**config.mk**
```make
export PLATFORM = sky130hd
export DESIGN_NAME = madt_cpu_entry_parser_unit
export DESIGN_NICKNAME = d
export VERILOG_FILES = /design/src/sv/madt_pkg.sv /design/src/sv/madt_cpu_entry_parser_unit.sv /design/src/sv/madt_rq.sv
export SDC_FILE = /design/constraint.sdc
export NUM_CORES = 2
export LEC_CHECK = 0
export BUFFER_PORTS_ARGS = -buffer_cell sky130_fd_sc_hd__buf_2
export CORE_MARGIN = 2
export CORE_UTILIZATION = 55
export DETAILED_ROUTE_END_ITERATION = 7
export HOLD_SLACK_MARGIN = 0.06
export PLACE_DENSITY = 0.71
export SLEW_MARGIN = 40
export SYNTH_ARGS = -nofsm -noshare
export SYNTH_HDL_FRONTEND = slang
export SYNTH_HIERARCHICAL = 1
export SYNTH_SLANG_ARGS = --single-unit
```
**constraint.sdc**
```tcl
create_clock -name clk -period 31.3 [get_ports clk]
set_clock_uncertainty 0.15 [all_clocks]
set_input_delay 6.26 -clock clk [delete_from_list [all_inputs] [get_ports clk]]
set_output_delay 6.26 -clock clk [all_outputs]
set_load 0.02 [all_outputs]
```
**src/sv/madt_pkg.sv**
```systemverilog
`default_nettype none
package madt_pkg;

	localparam logic [1:0] MODE_BYTE  = 2'd0;
	localparam logic [1:0] MODE_FIRST = 2'd1;
	localparam logic [1:0] MODE_NONE  = 2'd2;
	localparam logic [1:0] MODE_QUERY = 2'd3;

	localparam logic [1:0] RK_STORED = 2'd0;
	localparam logic [1:0] RK_DONE   = 2'd1;
	localparam logic [1:0] RK_HIT    = 2'd2;
	localparam logic [1:0] RK_MISS   = 2'd3;

	localparam logic [31:0] REC_FIRST   = 32'd44;
	localparam logic [7:0]  TYPE_LAPIC  = 8'd0;
	localparam logic [7:0]  TYPE_X2APIC = 8'd9;
	localparam logic [7:0]  LEN_LAPIC   = 8'd8;
	localparam logic [7:0]  LEN_X2APIC  = 8'd16;
	localparam logic [7:0]  PROC_X2APIC = 8'hFF;

	localparam int RQ_DEPTH = 4;
	localparam int RQ_AW    = 2;

	typedef struct packed {
		logic [7:0]  proc;
		logic [7:0]  apic;
		logic [31:0] flags;
	} madt_entry_t;

	typedef struct packed {
		logic [1:0]  kind;
		logic [7:0]  idx;
		logic [7:0]  proc;
		logic [7:0]  apic;
		logic [31:0] flags;
		logic        enabled;
		logic        bootstrap;
		logic [6:0]  total;
		logic        last;
	} madt_res_t;

	function automatic madt_res_t make_res(input logic [1:0] kind, input logic [7:0] idx,
			input madt_entry_t e, input logic ison, input logic [6:0] total,
			input logic last);
		madt_res_t r;
		r.kind      = kind;
		r.idx       = idx;
		r.proc      = e.proc;
		r.apic      = e.apic;
		r.flags     = e.flags;
		r.enabled   = ison & e.flags[0];
		r.bootstrap = ison & (idx == 8'd0);
		r.total     = total;
		r.last      = last;
		return r;
	endfunction

endpackage
`default_nettype wire

```
**src/sv/madt_cpu_entry_parser_unit.sv**
```systemverilog
// Processor-entry parser for an interrupt-controller description table.
// Input channel (in_valid/in_stall): one transfer per table byte (mode 0),
// first table byte restarting the parse (mode 1), "no table" (mode 2) or an
// entry query (mode 3). Output channel (out_valid/out_stall): result items,
// each with last set on the final result caused by one input transfer.
// An input transfer produces zero, one or two results: a stored entry,
// the end of parsing, or a query hit/miss.
// Throughput: one input transfer per cycle while in_stall is low; results
// leave one per cycle while out_stall is low, so the two results of one
// input leave one after the other. A result passes first through the input
// register and is then written into a four-deep result queue, from which
// it is offered on the output.
// The parse state and entry store are updated from the input register in
// a single pass; the input is stalled only when the result queue lacks
// room for two results while the input register is full.
// Reset clears the parse state, the entry count and the result queue; the
// entry store itself is not cleared, and only entries below the count are
// ever read. A stalled output holds its result; the queue then fills and
// in_stall rises.
`default_nettype none
module madt_cpu_entry_parser_unit #(
	parameter int MAX_CPUS = 16
) (
	input  wire         clk,
	input  wire         arst_n,
	input  wire         in_valid,
	output logic        in_stall,
	input  wire  [1:0]  mode,
	input  wire  [7:0]  data_byte,
	input  wire  [7:0]  query_index,
	output logic        out_valid,
	input  wire         out_stall,
	output logic [1:0]  result_kind,
	output logic [7:0]  entry_index,
	output logic [7:0]  cpu_id,
	output logic [7:0]  apic_id,
	output logic [31:0] entry_flags,
	output logic        enabled,
	output logic        bootstrap,
	output logic [6:0]  cpu_total,
	output logic        last
);
	import madt_pkg::*;

	localparam int IDX_W = (MAX_CPUS > 1) ? $clog2(MAX_CPUS) : 1;

	localparam logic [1:0] PH_IDLE = 2'd0;
	localparam logic [1:0] PH_HEAD = 2'd1;
	localparam logic [1:0] PH_WALK = 2'd2;
	localparam logic [1:0] PH_DONE = 2'd3;

	madt_entry_t        mem [MAX_CPUS];

	logic               vld_s1;
	logic [1:0]         mode_s1;
	logic [7:0]         byte_s1;
	logic [7:0]         qidx_s1;
	madt_entry_t        rd_s1;

	logic [1:0]         phase_q;
	logic [31:0]        pos_q;
	logic [31:0]        tlen_q;
	logic [31:0]        rstart_q;
	logic [7:0]         rtype_q;
	logic [7:0]         rlen_q;
	madt_entry_t        cap_q;
	logic [6:0]         stored_q;

	logic               room2;
	logic               accept;
	logic               go;
	logic [1:0]         push_n;
	madt_res_t          d0;
	madt_res_t          d1;
	madt_res_t          head;

	logic               restart;
	logic               take;
	logic [31:0]        pos_b;
	logic [31:0]        tlen_b;
	logic [31:0]        rs_b;
	logic [7:0]         typ_b;
	logic [7:0]         len_b;
	madt_entry_t        cap_b;
	logic [6:0]         st_b;

	logic [32:0]        off_w;
	logic [31:0]        off;
	logic               lt8;
	logic               hdr_end;
	logic               in_rec;
	logic               at0;
	logic               at1;
	logic [31:0]        tlen_n;
	logic [7:0]         typ_n;
	logic [7:0]         len_n;
	madt_entry_t        cap_n;
	logic [32:0]        rec_end;
	logic               fits;
	logic               end_hdr;
	logic               end_len;
	logic               end_rec;
	logic               end_tab;
	logic               rec_last;
	logic               store_rec;
	logic               do_rec;
	logic               finish;
	logic               def_store;
	logic               we;
	logic [IDX_W-1:0]   widx;
	madt_entry_t        wentry;
	madt_entry_t        rec_entry;
	logic [6:0]         st_new;
	logic               upd;
	logic               hit;

	assign go       = vld_s1 & room2;
	assign in_stall = vld_s1 & ~room2;
	assign accept   = in_valid & ~in_stall;

	always_ff @(posedge clk or negedge arst_n) begin
		if (!arst_n) begin
			vld_s1 <= 1'b0;
		end else begin
			vld_s1 <= accept | (vld_s1 & ~go);
		end
	end

	always_ff @(posedge clk) begin
		if (accept) begin
			mode_s1 <= mode;
			byte_s1 <= data_byte;
			qidx_s1 <= query_index;
		end
	end

	always_ff @(posedge clk) begin
		if (we) begin
			mem[widx] <= wentry;
		end
		if (accept) begin
			if (we && (widx == query_index[IDX_W-1:0])) begin
				rd_s1 <= wentry;
			end else begin
				rd_s1 <= mem[query_index[IDX_W-1:0]];
			end
		end
	end

	assign restart = (mode_s1 == MODE_FIRST) || (mode_s1 == MODE_NONE);
	assign take    = (mode_s1 == MODE_FIRST) ||
			((mode_s1 == MODE_BYTE) && ((phase_q == PH_HEAD) || (phase_q == PH_WALK)));

	assign pos_b  = restart ? 32'd0 : pos_q;
	assign tlen_b = restart ? 32'd0 : tlen_q;
	assign rs_b   = restart ? REC_FIRST : rstart_q;
	assign typ_b  = restart ? 8'd0 : rtype_q;
	assign len_b  = restart ? 8'd0 : rlen_q;
	assign cap_b  = restart ? madt_entry_t'('0) : cap_q;
	assign st_b   = restart ? 7'd0 : stored_q;

	assign off_w   = {1'b0, pos_b} - {1'b0, rs_b};
	assign off     = off_w[31:0];
	assign lt8     = (pos_b[31:3] == 29'd0);
	assign hdr_end = take & lt8 & (pos_b[2:0] == 3'd7);
	assign in_rec  = take & ~lt8 & ~off_w[32];
	assign at0     = in_rec & (off == 32'd0);
	assign at1     = in_rec & (off == 32'd1);

	always_comb begin
		tlen_n = tlen_b;
		if (take && lt8) begin
			case (pos_b[2:0])
				3'd4: tlen_n[7:0]   = byte_s1;
				3'd5: tlen_n[15:8]  = byte_s1;
				3'd6: tlen_n[23:16] = byte_s1;
				3'd7: tlen_n[31:24] = byte_s1;
				default: tlen_n = tlen_b;
			endcase
		end
	end

	assign typ_n = at0 ? byte_s1 : typ_b;
	assign len_n = at1 ? byte_s1 : len_b;

	always_comb begin
		cap_n = cap_b;
		if (at0) begin
			cap_n = '0;
		end else if (in_rec && (off[31:4] == 28'd0)) begin
			case (off[3:0])
				4'd2: if (typ_b == TYPE_LAPIC) cap_n.proc = byte_s1;
				4'd3: if (typ_b == TYPE_LAPIC) cap_n.apic = byte_s1;
				4'd4: begin
					if (typ_b == TYPE_LAPIC) cap_n.flags[7:0] = byte_s1;
					else cap_n.apic = byte_s1;
				end
				4'd5: if (typ_b == TYPE_LAPIC) cap_n.flags[15:8]  = byte_s1;
				4'd6: if (typ_b == TYPE_LAPIC) cap_n.flags[23:16] = byte_s1;
				4'd7: if (typ_b == TYPE_LAPIC) cap_n.flags[31:24] = byte_s1;
				4'd8: if (typ_b == TYPE_X2APIC) cap_n.flags[7:0]   = byte_s1;
				4'd9: if (typ_b == TYPE_X2APIC) cap_n.flags[15:8]  = byte_s1;
				4'd10: if (typ_b == TYPE_X2APIC) cap_n.flags[23:16] = byte_s1;
				4'd11: if (typ_b == TYPE_X2APIC) cap_n.flags[31:24] = byte_s1;
				default: cap_n = cap_b;
			endcase
		end
	end

	assign rec_end = {1'b0, rs_b} + {25'd0, len_n};
	assign fits    = (rec_end <= {1'b0, tlen_b});

	assign end_hdr  = hdr_end & (({1'b0, rs_b} + 33'd2) > {1'b0, tlen_n});
	assign end_len  = at1 & (byte_s1 < 8'd2);
	assign rec_last = in_rec & ~end_len & (off != 32'd0) &
			((off + 32'd1) == {24'd0, len_n});
	assign end_rec  = rec_last & (({1'b0, rec_end} + 34'd2) > {2'd0, tlen_b});
	assign end_tab  = take & ~lt8 & ~end_len & ~end_rec & ((pos_b + 32'd1) == tlen_b);

	assign store_rec = in_rec & ~end_len & fits &
			(((typ_b == TYPE_LAPIC) && (off == 32'd7) && (len_n >= LEN_LAPIC)) ||
			 ((typ_b == TYPE_X2APIC) && (off == 32'd15) && (len_n >= LEN_X2APIC)));
	assign do_rec    = store_rec & (st_b < 7'(MAX_CPUS));
	assign finish    = (mode_s1 == MODE_NONE) | end_hdr | end_len | end_rec | end_tab;
	assign def_store = finish & ~do_rec & (st_b == 7'd0);

	assign rec_entry.proc  = (typ_b == TYPE_LAPIC) ? cap_n.proc : PROC_X2APIC;
	assign rec_entry.apic  = cap_n.apic;
	assign rec_entry.flags = cap_n.flags;

	assign we     = go & (do_rec | def_store);
	assign widx   = st_b[IDX_W-1:0];
	assign wentry = do_rec ? rec_entry : madt_entry_t'({8'd0, 8'd0, 32'd1});
	assign st_new = st_b + 7'((do_rec | def_store) ? 1 : 0);
	assign upd    = go & (restart | take);

	assign hit = ({1'b0, stored_q} > qidx_s1) && (qidx_s1 < 8'(MAX_CPUS));

	always_comb begin
		push_n = 2'd0;
		d0     = make_res(RK_DONE, 8'd0, madt_entry_t'('0), 1'b0, st_new, 1'b1);
		d1     = d0;
		if (mode_s1 == MODE_QUERY) begin
			push_n = 2'd1;
			if (hit) begin
				d0 = make_res(RK_HIT, qidx_s1, rd_s1, 1'b1, stored_q, 1'b1);
			end else begin
				d0 = make_res(RK_MISS, qidx_s1, madt_entry_t'('0), 1'b0, stored_q, 1'b1);
			end
		end else if (do_rec || def_store) begin
			d0 = make_res(RK_STORED, {{(8-IDX_W){1'b0}}, widx}, wentry, 1'b1, st_new,
					~finish);
			push_n = finish ? 2'd2 : 2'd1;
		end else if (finish) begin
			push_n = 2'd1;
		end
		if (!go) begin
			push_n = 2'd0;
		end
	end

	always_ff @(posedge clk or negedge arst_n) begin
		if (!arst_n) begin
			phase_q  <= PH_IDLE;
			pos_q    <= '0;
			tlen_q   <= '0;
			rstart_q <= REC_FIRST;
			rtype_q  <= '0;
			rlen_q   <= '0;
			cap_q    <= '0;
			stored_q <= '0;
		end else if (upd) begin
			pos_q    <= finish ? pos_b : pos_b + 32'd1;
			tlen_q   <= tlen_n;
			rstart_q <= (rec_last && !end_rec) ? rec_end[31:0] : rs_b;
			rtype_q  <= typ_n;
			rlen_q   <= len_n;
			cap_q    <= cap_n;
			stored_q <= st_new;
			if (finish) begin
				phase_q <= PH_DONE;
			end else if (hdr_end) begin
				phase_q <= PH_WALK;
			end else if (mode_s1 == MODE_FIRST) begin
				phase_q <= PH_HEAD;
			end
		end
	end

	madt_rq u_rq (
		.clk       (clk),
		.arst_n    (arst_n),
		.push_n    (push_n),
		.d0        (d0),
		.d1        (d1),
		.room2     (room2),
		.out_valid (out_valid),
		.out_stall (out_stall),
		.head      (head)
	);

	assign result_kind  = head.kind;
	assign entry_index  = head.idx;
	assign cpu_id       = head.proc;
	assign apic_id      = head.apic;
	assign entry_flags  = head.flags;
	assign enabled      = head.enabled;
	assign bootstrap    = head.bootstrap;
	assign cpu_total    = head.total;
	assign last         = head.last;

endmodule
`default_nettype wire

```
**src/sv/madt_rq.sv**
```systemverilog
`default_nettype none
module madt_rq (
	input  wire                    clk,
	input  wire                    arst_n,
	input  wire  [1:0]             push_n,
	input  madt_pkg::madt_res_t    d0,
	input  madt_pkg::madt_res_t    d1,
	output logic                   room2,
	output logic                   out_valid,
	input  wire                    out_stall,
	output madt_pkg::madt_res_t    head
);
	import madt_pkg::*;

	madt_res_t           buf_q [RQ_DEPTH];
	logic [RQ_AW-1:0]    wr_ptr_q;
	logic [RQ_AW-1:0]    rd_ptr_q;
	logic [RQ_AW:0]      count_q;
	logic                pop;

	assign out_valid = (count_q != '0);
	assign pop       = out_valid & ~out_stall;
	assign room2     = (count_q <= (RQ_AW+1)'(RQ_DEPTH - 2));
	assign head      = buf_q[rd_ptr_q];

	always_ff @(posedge clk) begin
		if (push_n != 2'd0) begin
			buf_q[wr_ptr_q] <= d0;
		end
		if (push_n == 2'd2) begin
			buf_q[wr_ptr_q + RQ_AW'(1)] <= d1;
		end
	end

	always_ff @(posedge clk or negedge arst_n) begin
		if (!arst_n) begin
			wr_ptr_q <= '0;
			rd_ptr_q <= '0;
			count_q  <= '0;
		end else begin
			wr_ptr_q <= wr_ptr_q + RQ_AW'(push_n);
			rd_ptr_q <= rd_ptr_q + RQ_AW'(pop);
			count_q  <= count_q + (RQ_AW+1)'(push_n) - (RQ_AW+1)'(pop);
		end
	end

endmodule
`default_nettype wire
```
**Yosys cells after proc, flatten, opt, wreduce, memory -nomap -nowiden**

Memory sizes are Yosys's and may differ from the RTL's. A register that Yosys moved wholly into a read port is not among the register bits.
Cells that the tools add are included.

- Register bits: 195
- Output and inout bits: 70
- Logic and storage cells: 194
- RAM bits: 1040
- Memories kept: 2

- Bitwise gates (word level): 44
- Reduce and logical (&&, ||, !) cells: 28
- Mux-type cells: 55
- Equality and inequality tests: 26
- $lt $le $gt $ge: 10
- Add/subtract/negate cells: 12

Memories:

| memory | depth | width | read ports | clocked after memory_dff | write ports | line | source |
|---|---|---|---|---|---|---|---|
| mem | 16 | 48 | 1 | 1 | 1 | madt_cpu_entry_parser_unit.sv:52 | `madt_entry_t mem [MAX_CPUS];` |
| u_rq.buf_q | 4 | 68 | 1 | 0 | 2 | madt_rq.sv:15 | `madt_res_t buf_q [RQ_DEPTH];` |

Operators by type and width:

| cell | number |
|---|---|
| two-way mux 32 bit | 6 |
| two-way mux 48 bit | 4 |
| two-way mux 8 bit | 21 |
| two-way mux 67 bit | 2 |
| one-hot mux 8 bit (2 select lines) | 5 |
| two-way mux 68 bit | 1 |
| adder 32 x 1 -> 32 bit, second input constant | 2 |
| adder 33 x 2 -> 34 bit, second input constant | 1 |
| greater-than comparator 34 x 32 -> 1 bit | 1 |
| adder 32 x 2 -> 33 bit, second input constant | 1 |
| adder 32 x 8 -> 33 bit | 1 |
| greater-than comparator 33 x 32 -> 1 bit | 1 |
| <= comparator 33 x 32 -> 1 bit | 1 |
| subtractor 32 x 32 -> 33 bit | 1 |
| equality test 32 x 1 -> 1 bit, second input constant | 1 |
| equality test 32 x 3 -> 1 bit, second input constant | 1 |
| equality test 32 bit | 1 |
| equality test 32 x 4 -> 1 bit, second input constant | 1 |
| equality test 32 x 8 -> 1 bit | 1 |
| logical NOT 32 bit | 1 |
| nonzero test 32 bit | 1 |
| logical NOT 29 bit | 1 |
| logical NOT 28 bit | 1 |
| bitwise AND 1 bit | 27 |
| other kinds (35) | 91 |

**Longest topological paths before layout**

- Depth in word-level cells: 27
- Gate-level depth with buffers: 73
- Mapped depth without buffers: 56

**Cells and area by module**

The synthesis kept the hierarchy.

By module, submodules not included:

| module | sequential area each (um^2) | instances | cells an instance | area an instance (um^2) |
|---|---|---|---|---|
| madt_cpu_entry_parser_unit | 29301.9 | 1 | 4095 | 52141.3 |
| madt_rq | 8343.0 | 1 | 700 | 13633.1 |

**Least setup slack after synthesis**

No wires, ideal clock.

- Kind: reg2reg
- Start: register mode_s1[0]
- End: memory u_rq/buf_q[0][0] (netlist bit), enable pin
- Required time: 30.555 ns
- Data arrival time: 19.215 ns
- Clock period less this slack: 19.960 ns
- Cell stages (with the launch flop): 70
- Path slack: 11.340 ns
- Cells stage by stage: edfxtp_1 -> inv_1 -> ha_1 -> buf_6 -> buf_2 -> buf_2 -> buf_2 -> buf_2 -> buf_2 -> buf_2 -> clkbuf_1 -> clkbuf_1 -> buf_1 -> clkbuf_1 -> clkbuf_1 -> clkbuf_1 -> buf_1 -> clkbuf_1 -> (+34 left out) -> a21oi_1 -> o21ai_0 -> a21oi_1 -> o21ai_0 -> a21o_1 -> a21oi_1 -> a31o_2 -> and2_1 -> o221ai_1 -> a21oi_2 -> inv_2 -> a21boi_1 -> inv_1 -> ha_1 -> nor2_1 -> nor2_1 -> nor2_1 -> o31ai_1

RTL lines:

| what | line | source |
|---|---|---|
| from (decl) | madt_cpu_entry_parser_unit.sv:55 | `logic [1:0] mode_s1;` |
| from (signal assigned) | madt_cpu_entry_parser_unit.sv:131 | `mode_s1 <= mode;` |
| to (decl) | madt_rq.sv:15 |  |

==> reports/results.tsv <==
metric	value	unit
CP required	31.68	ns
register bit total from synthesis	1283	
Root Driver	clkbuf_16	
GRT overflow	0	
Fin Hold WS	0.323	ns
post-CTS sizing	0	
Final Hold Vio Count	0	
initial antenna violation count	3	
CP bufs+invs	8	
most frequent cells after synthesis	1106 x edfxtp_1, 340 x nand2_1, 308 x mux4_2	
Avg Inst Size Synth	13.7	µm²
Rel. slew slack	0.315	
pin count of the biggest net entering global routing	118	
final setup fails	0	
Routed WL per cell	29.4	µm
final core utilization	0.623	
Comb power frac	0.203	
worst-skew pair later-pin latency	0.80	ns
Total Neg Setup Slack	0	ns
die width	350	µm
RSZ-0062 raised after global routing	no	
vias per cell	6.54	
CP Launch Type	flop	
Total Wirelength	199000	µm
placed insts	6535	
reg-to-reg endpoint	u_rq/buf_q[3][13]$_DFFE_PP_	
Setup CP Type	reg2reg	
WHS Path Cells	2	
r2r startpoint	mode_s1[0]$_DFFE_PP_	
detailed-router iteration count before antenna repair	6	
reg2reg setup slack	14.44	ns
switching power	0.00140	W
Ys Warns	6	
Synth area leaders	edfxtp_1 50%, mux4_2 11%, dfrtp_1 6.6%, mux2_2 3.8%, ha_1 2.7%	
Area Overhead vs Synth	12.2	%
sw frac	0.309	
post-CTS setup buffer count	0	
pins over their slew limit	0	
Worst Reg-to-Reg Cells	51	
cell area power density	61.5	nW/µm²
CTS tree	done	
# fillers	8874	
core area	118000	µm²
final worst path period share	0.539	
hold path endpoint	rlen_q[7]$_DFFE_PN0P_	
asr flop ratio synth	0.138	
number of DRC markers in iteration 0	5715	
first-pass GRT wire length	292000	µm
CTS HTree Levels	4	
Crit path largest cell delay	0.84	ns
CTS Buf Count	137	
DRC Markers	0	
Hold Crit Class	reg2reg	
vias in the first global route	42998	
Clock power frac	0.356	
die height	350	µm
Worst Hold Launch	rlen_q[7]$_DFFE_PN0P_	
Reg power frac	0.441	
Final ANT Viol Nets	0	
layout cells sized above 1	0.222	
critical path's top delay family	compound AO/OA/AOI/OAI gates	
cell taking the most area after synthesis	edfxtp_1	
initial core utilization	0.556	
CTS clock-pin slew for the worst setup and hold paths	0.06	ns
status	complete, no violations	
LEAKAGE	24.5	nW
maximum vdd drop	0.0937	mV
max-cap viol count	0	
Ports	92	
NumNets Final	5242	
Tmin final	16.86	ns
via count	44348	
GRT Util Overall	0.328	
number of port buffers	91	
top-area cell type share of the netlist area	0.505	
Achievable Freq	59.3	MHz
Most used DFF post-synth	edfxtp_1	
die area	122000	µm²
post-synthesis cell area	65800	µm²
num rows	126	
worst slew pin tran	1.01	ns
Worst Setup End Kind	flop	
Sink Count	1283	
post-route insts no fill	6785	
EDFF count, synth	1106	
Post-CTS Hold Buffers	0	
synth unique cells	124	
Max Buffers Root-to-Sink	3	
Cells after Synth	4795	
critical path arrival	17.24	ns
Worst path slowest cell	o311ai_0	
CP dominant cell by count	inv_1	
most instantiated library cell after synthesis	edfxtp_1	
register area share after synthesis	0.572	
post-DP HPWL	127000	µm
CP max FO	117	
gpl congestion	1.01	
P_int	0.00313	W
[worst max path at each step]
stage,start,to,slack (ns),depth (start not counted)
global placement,mode_s1[0]$_DFFE_PP_,u_rq/buf_q[1][23]$_DFFE_PP_,14.86,52
finish,mode_s1[0]$_DFFE_PP_,u_rq/buf_q[3][13]$_DFFE_PP_,14.44,51
CTS,mode_s1[0]$_DFFE_PP_,u_rq/buf_q[3][9]$_DFFE_PP_,14.62,51
global route,mode_s1[0]$_DFFE_PP_,u_rq/buf_q[1][29]$_DFFE_PP_,13.70,52
floorplan,mode_s1[0]$_DFFE_PP_,u_rq/buf_q[0][0]$_DFFE_PP_,11.34,69
detailed placement,mode_s1[0]$_DFFE_PP_,u_rq/buf_q[3][13]$_DFFE_PP_,14.72,51
[registers in the layout (all words and copies together), names as in the netlist]
register	flops
rd_s1	48
cap_q	48
u_rq/rd_ptr_q	2
qidx_s1	8
u_rq/buf_q	272
mem	768
rstart_q	32
u_rq/wr_ptr_q	2
u_rq/count_q	3
phase_q	2
rtype_q	8
byte_s1	8
vld_s1	1
pos_q	32
stored_q	7
mode_s1	2
tlen_q	32
rlen_q	8
[logic make-up after synthesis]
family | count (synthesis) | synth area share
compound gates | 881 | 0.0882
simple gates | 1303 | 0.102
flops | 1283 | 0.572
mux | 611 | 0.159
buf+inv | 397 | 0.0263
other cells | 2 | 0.000114
xor+xnor | 173 | 0.0242
fa+ha+maj | 145 | 0.0279
[placed cells by master, fill, tap and decap left out, types with 75 or more instances in the layout]
cell / synthesis / layout
nand3_1: 90 / 89
inv_1: 92 / 91
a21oi_1: 146 / 145
buf_2: 55 / 87
nor2b_1: 77 / 75
nor3_1: 77 / 75
mux2_2: 223 / 223
xnor2_1: 114 / 114
conb_1: 2 / 244
o21ai_1: 51 / 85
mux4_2: 308 / 308
nand4_1: 76 / 76
nor2_1: 289 / 224
o21ai_0: 262 / 218
clkbuf_16: 0 / 138
edfxtp_1: 1106 / 1106
dfrtp_1: 174 / 172
ha_1: 142 / 141
nand2_1: 340 / 339
[metrics by stage]
stage	instance area [µm²]	setup WS, ns	total power, W
after floorplan	66700	11.34	0.00265
after global placement	68800	14.86	0.00292
after detailed placement	69100	14.72	0.00294
after CTS	73600	14.62	0.00454
after global routing	73800	13.70	0.00467
final	73800	14.44	0.00453
[tightest hold or removal path, delay by kind of cell, from the launching register on]
kind | cells | cell delay (ns)
flip-flops | 1 | 0.34
AND/OR/NAND/NOR | 1 | 0.04
AO/OA/AOI/OAI | 1 | 0.06
[layout make-up]
type / instances / area, µm² / area share
clock buffers: 164 / 3590 / 0.0487
repair buffers: 201 / 1510 / 0.0205
clock inverters: 84 / 887 / 0.0120
inverters: 95 / 357 / 0.00483
well taps: 1600 / 2000 / 0.0271
diodes: 1 / 2.50 / 0.0000339
flip-flops and latches: 1283 / 37700 / 0.510
multi-input cells: 3357 / 27800 / 0.376
[power by group through the flow]
stage          clock network, W  logic (W)  registers, W
3_5_place_dp                  0   0.000906       0.00203
5_1_grt                 0.00170   0.000972       0.00201
2_1_floorplan                 0   0.000635       0.00201
3_3_place_gp                  0   0.000892       0.00203
6_report                0.00161   0.000922       0.00200
4_1_cts                 0.00163   0.000909       0.00200
[metal layers]
metal  track usage  up-vias  routed length [µm]
met5             0        -                   0
met4         0.123        0                7860
met3        0.0801      450               21900
met2         0.502     2506               90800
met1         0.457    22319               78700
li1              -    19073                   -
Note: power is estimated with default switching activity, not from simulation.
